==> config.mk <==
export PLATFORM = sky130hd
export DESIGN_NAME = sq8l2_tree
export DESIGN_NICKNAME = d
export VERILOG_FILES = /design/src/hdl/sq8_l2_distance_per_dimension_top_macros.svh /design/src/hdl/sq8l2_pkg.sv /design/src/hdl/sq8l2_tree.sv
export SDC_FILE = /design/constraint.sdc
export NUM_CORES = 1
export LEC_CHECK = 0
export ABC_CLOCK_PERIOD_IN_PS = 7200
export BUFFER_PORTS_ARGS = -buffer_cell sky130_fd_sc_hd__buf_2
export CORE_UTILIZATION = 64
export DETAILED_ROUTE_END_ITERATION = 8
export GPL_TIMING_DRIVEN = 0
export PLACE_DENSITY = 0.86
export SLEW_MARGIN = 20
export SYNTH_ARGS = -nofsm -noshare
export SYNTH_HDL_FRONTEND = slang
export SYNTH_SLANG_ARGS = --single-unit
==> constraint.sdc <==
create_clock -name clk -period 7.2 [get_ports clk]
set_input_delay 0 -clock clk [delete_from_list [all_inputs] [get_ports clk]]
set_output_delay 0 -clock clk [all_outputs]
set_load 0.01 [all_outputs]
==> src/hdl/sq8_l2_distance_per_dimension_top_macros.svh <==
// Assertion macros for the SQ8 L2 distance block
`ifndef SQ8_L2_DISTANCE_PER_DIMENSION_TOP_MACROS_SVH
`define SQ8_L2_DISTANCE_PER_DIMENSION_TOP_MACROS_SVH
`ifndef SYNTHESIS
`define SQ8L2_ASSERT(lbl, clk_s, rstn_s, prop) \
	lbl: assert property (@(posedge clk_s) disable iff (!rstn_s) (prop)) \
		else $error("%m: invariant violated");
`define SQ8L2_ASSERT_NEXT(lbl, clk_s, rstn_s, ante, cons) \
	lbl: assert property (@(posedge clk_s) disable iff (!rstn_s) (ante) |=> (cons)) \
		else $error("%m: sequence violated");
`else
`define SQ8L2_ASSERT(lbl, clk_s, rstn_s, prop)
`define SQ8L2_ASSERT_NEXT(lbl, clk_s, rstn_s, ante, cons)
`endif
`endif

==> src/hdl/sq8l2_pkg.sv <==
// Shared types and constants of the SQ8 L2 distance block
package sq8l2_pkg;
	localparam int MAX_DIM_DEF = 1024;
	localparam int LANES_DEF   = 8;

	localparam int DIM_W    = 11;
	localparam int INDEX_W  = 10;
	localparam int VAL_W    = 16;
	localparam int CODE_W   = 8;
	localparam int CODES_W  = 64;
	localparam int CODE_LANES = CODES_W / CODE_W;
	localparam int DIST_W   = 61;
	localparam int VNUM_W   = 16;
	localparam int ACC_W    = 62;

	localparam int QM_W     = VAL_W + 1;
	localparam int SCPROD_W = CODE_W + VAL_W;
	localparam int DIFF_W   = SCPROD_W + 2;
	localparam int SQ_W     = 2 * DIFF_W - 2;
	localparam int LANE_LAT = 4;

	localparam logic [DIM_W-1:0] DIM_RESET = DIM_W'(128);

	localparam logic CMD_LOAD  = 1'b0;
	localparam logic CMD_CODES = 1'b1;

	typedef struct packed {
		logic [VAL_W-1:0] query_value;
		logic [VAL_W-1:0] min_value;
		logic [VAL_W-1:0] scale_value;
	} entry_t;

	typedef struct packed {
		logic adv;
		logic wr_en;
		logic use_lane;
	} lane_ctl_t;
endpackage

==> src/hdl/sq8l2_tree.sv <==
// Registered adder tree merging the lane terms
module sq8l2_tree import sq8l2_pkg::*; #(
	parameter int LANES = LANES_DEF,
	localparam int TLV   = $clog2(LANES),
	localparam int SUM_W = SQ_W + TLV
) (
	input  logic              clk,
	input  logic              adv,
	input  logic [SQ_W-1:0]   sq [LANES],
	output logic [SUM_W-1:0]  sum
);
	localparam int LP = 1 << TLV;

	logic [SUM_W-1:0] leaf [LP];
	logic [SUM_W-1:0] node_q [TLV+1][LP];

	for (genvar n = 0; n < LP; n++) begin : g_leaf
		if (n < LANES) begin : g_used
			assign leaf[n] = SUM_W'(sq[n]);
		end else begin : g_pad
			assign leaf[n] = '0;
		end
	end

	always_ff @(posedge clk) begin
		if (adv) begin
			for (int n = 0; n < LP; n++) begin
				node_q[0][n] <= leaf[n];
			end
			for (int l = 1; l <= TLV; l++) begin
				for (int n = 0; n < (LP >> l); n++) begin
					node_q[l][n] <= node_q[l-1][2*n] + node_q[l-1][2*n+1];
				end
			end
		end
	end

	assign sum = node_q[TLV][0];
endmodule

======== Word level (Yosys, flattened, before mapping) ========
Memory sizes are Yosys's and may differ from the RTL's.
Index checks and enable logic that the tools add are counted.
Widths: inputs -> output; s select.
storage, ports and cells
  memories ................................ 1
  register bits after elaboration ......... 0
  bits in writable memories ............... 1648
  bits of input ports ..................... 402
memories
  memory  words  bits a word  rd ports  clocked after Yosys merged registers in  wr ports  line              source
  node_q  4      412          4         0                                        4         sq8l2_tree.sv:15  logic [SUM_W-1:0] node_q [TLV+1][LP];
cells by class
  muxes and demuxes ....................... 2
  $add $sub $neg .......................... 7
operators with widths
  operator        count
  $add 53x53->53  7
  $mux 1          2

======== Longest topological paths before layout ========
  word-level depth ........................ 2
  mapped depth ............................ 13

======== Worst setup path after synthesis ========
Ideal clock, no wire load.
  kind .................................... register to register
  from .................................... memory node_q[2][306] in the netlist's numbering
  to ...................................... memory node_q[3][411] in the netlist's numbering (data pin)
  clock period less this slack ............ 3423 ps
  library setup time ...................... 261 ps
  required time ........................... 6939 ps
  stages on the path, launching flop included .. 13
  buffers on the path ..................... 0
  arrival time ............................ 3163 ps
  slack ................................... 3777 ps
  cell sequence ........................... edfxtp_1 ha_1 fa_1 a21o_1 a21o_1 a2111oi_4 o21ai_2 and4_4 a2111oi_4 o21ai_2 a21oi_2 o21ai_2 a221o_1
RTL lines
  element      line
  from (decl)  sq8l2_tree.sv:15

==> reports/qor.yml <==
pwr:
  max-vdd-ir-drop_mv: 0.2331
  p_leak_nw: 21.53
  powerDensity_nw_per_um2: 353.2
placed_design:
  place_congestion: 0.9508
  dp_hpwl_um: 77730
  placed_cells: 4789
  pre_cts_ws_ns: 3.051
  io_buffers: 454
sta:
  setup-violations-final: 0
  hold_viol: 0
  period_needed_ns: 4.530
  max_freq_ghz: 0.2208
  maxSlewViolCount: 0
  setup_slack_ns: 2.670
  worstMarginPinSlew_ns: 1.159
  slew_headroom: 0.2076
  fin_skew_ns: 0.04134
  post-route-period-util: 0.6291
  grt_setup_unrepaired: "no"
cts:
  insertion_delay_ns: 0.67
  clockBufferDepth: 3
  cts_buffers: 81
  cts_tree: "done"
  path_clk_slew_ns: 0.08
  clock-sinks: 761
  root_buffer: "clkbuf_16"
  htree_levels: 3
  cts_resized: 0
route:
  drt-initial-drc-count: 4191
  firstDrtPassIters: 8
  drc: 0
  wl_um: 127400
  via_per_inst: 6.443
  ant_nets: 0
  post_drt_wl_per_cell_um: 23.83
  dr_total_vias: 34445
yosys:
  post_synth_xor_area_fraction: 0.06879
  synth.cell_area_um2: 41890
  synth-compound-area-share: 0.1754
  synthArstFlopShare: 0
  synthMuxAreaShare: 0
  synth-seq-cells: 761
  ys_types: 81
  syn_inst: 3473
  synthSimpleGateAreaFrac: 0.08289
  syn_area_per_cell_um2: 12.06
  ys.flop_type: "edfxtp_1"
  yosysTopAreaCellShare: 0.5456
  synth-edff-count: 761
  synthesis.nets: 4236
  synthTopCellsByArea: "edfxtp_1 (55%), ha_1 (11%), xnor2_1 (4.3%), a21oi_1 (4.1%), a21o_1 (4.0%)"
  synth_top_family_by_area: "compound AO/OA/AOI/OAI gates"
  yosysTopAreaCell: "edfxtp_1"
  synth_fa_ha_area_frac: 0.1091
  seq_area_frac_synth: 0.5456
  yosys_warnings: 0
critical_path:
  cp_data_required_time_ns: 7.55
  cp-start-kind: "flop"
  cp_slowest_cell: "a2111oi_0"
  path_class: "reg -> reg"
  cpMostUsedCell: "o21ai_1"
  endpoint_kind: "flop"
  cp.arrival_ns: 4.88
  slowest_delay_ns: 0.83
  cp_cell_sequence: "ha_1 > inv_1 > fa_1 > nor2b_1 > o21ai_1 > a2111oi_0 > or4b_1 > a2111oi_1 > o41a_1 > o21ai_1 > nand2_1 > o31ai_1 > xor2_1"
  worstPathMaxFanout: 4
floorplan:
  design.die.area_um2: 66470
  die_x_um: 257.8
  die_h_um: 257.8
  start_util: 0.6486
  coreArea_um2: 64580
  rows: 93
  boundaryPins: 455
grt:
  antenna_found_initial: 11
  grt_pass1_vias: 33876
  grt-ovfl-total: 0
  track_usage: 0.3732
  grt_start_max_net_pins: 112
  grt_pass1_wl_um: 190600
outcome:
  outcome: "finished clean"
final_layout:
  area_growth_pct: 24.79
  layout.nets: 5181
  drive_gt1_frac: 0.1410
  fill_cells: 3536
  fin_cells: 5346
  max_flop_register: "node_q"
  largest_reg_flops: 761
  largest_registers: "node_q: 761 flops"
flow_run:
  maxCapViolations: 0
min_path:
  hold_path.class: "in -> reg"
-- where the power goes --
group	switching [mW]	total [mW]	internal, mW	leakage (nW)
sequential	0.429	6.62	6.19	7.45
clock	1.93	4.53	2.60	1.35
combinational	4.46	7.31	2.86	12.7
-- layout make-up --
| cell class | count | area (um2) | area share |
|---|---|---|---|
| Sequential cell | 761 | 22850 | 0.4372 |
| Multi-Input combinational cell | 2518 | 18270 | 0.3495 |
| Timing Repair Buffer | 862 | 6489 | 0.1241 |
| Clock buffer | 92 | 2068 | 0.03957 |
| Tap cell | 855 | 1070 | 0.02047 |
| Clock inverter | 56 | 737.0 | 0.01410 |
| Inverter | 110 | 412.9 | 0.007899 |
| Buffer | 84 | 351.6 | 0.006726 |
| Antenna cell | 8 | 20.02 | 0.0003830 |
-- worst paths after layout --
kind,start,to,slack [ns],cells past startpoint
setup / recovery,node_q[0][150],node_q[1][299],2.67,13
hold reg to reg,node_q[1][200],node_q[2][306],0.58,1
hold / removal,sq[340],node_q[0][346],0.05,2
setup reg to reg,node_q[0][150],node_q[1][299],2.67,13
-- worst max-delay path, delay by kind of cell (launching register included) --
kind | cells | cell delay (ns)
simple gates | 3 | 0.78
flops | 1 | 0.37
compound gates | 6 | 2.22
fa+ha+maj | 2 | 0.62
buf+inv | 1 | 0.07
xor+xnor | 1 | 0.19
-- synth_stat cells, drive strengths merged (16+ instances only) --
master  number
nand3       61
nand4       68
edfxtp     761
o31ai       22
nor3        37
xnor2      208
a221oi      19
inv        110
o211ai      16
and2        28
a31oi       46
o21ai      188
o21bai      87
nor2b       34
o21a        40
xor2       121
nand2b      29
ha         354
a21o       225
a211oi      25
nand2      200
a21oi      344
and3        32
nor2       154
clkbuf      76
-- repair_timing --
item                      CTS  global route
hold buffers              401             0
hold endpoints to repair  493             0
buffers inserted            0             0
-- cells by family (layout without fill, tap and decap cells) --
logic type	Yosys count	after routing
simple gates	704	704
fa+ha+maj	361	361
other cells	0	8
xor+xnor	329	329
flops	761	761
compound gates	1124	1124
buf+inv	194	1204
-- through the flow --
step | power, mW | cell area [um2] | setup TNS, ns | utilization | hold WS (ns)
2_1_floorplan | 11.25 | 41890 | 0 | - | 0.09887
3_5_place_dp | 13.48 | 45430 | 0 | 0.7035 | 0.1781
5_1_grt | 19.24 | 52270 | 0 | 0.8094 | 0.04083
4_1_cts | 18.06 | 52250 | 0 | 0.8091 | 0.01771
3_3_place_gp | 13.40 | 45230 | -3634.09 | 0.7003 | 0.1767
6_report | 18.46 | 52270 | 0 | 0.8094 | 0.04604
-- layer usage --
metal  global-route usage  part of all wire  wire length, um  vias to the layer above
met2               0.6115              0.47            60490                     2428
li1                     -                 -                -                    15264
met3              0.06419             0.088            11220                      586
met1               0.4654              0.37            46930                    16165
met4               0.2260             0.069             8742                        2
met5                    0           0.00010               13                        -
-- cell usage in the layout (no fill, tap or decap), drive strengths merged, types with 154 or more instances in the layout --
| cell | instances |
|---|---|
| dlygate4sd3 | 401 |
| a21oi | 344 |
| clkbuf | 168 |
| xnor2 | 208 |
| a21o | 225 |
| nand2 | 200 |
| edfxtp | 761 |
| o21ai | 188 |
| ha | 354 |
| buf | 469 |
| nor2 | 154 |
Power figures use the tool's default switching activity.
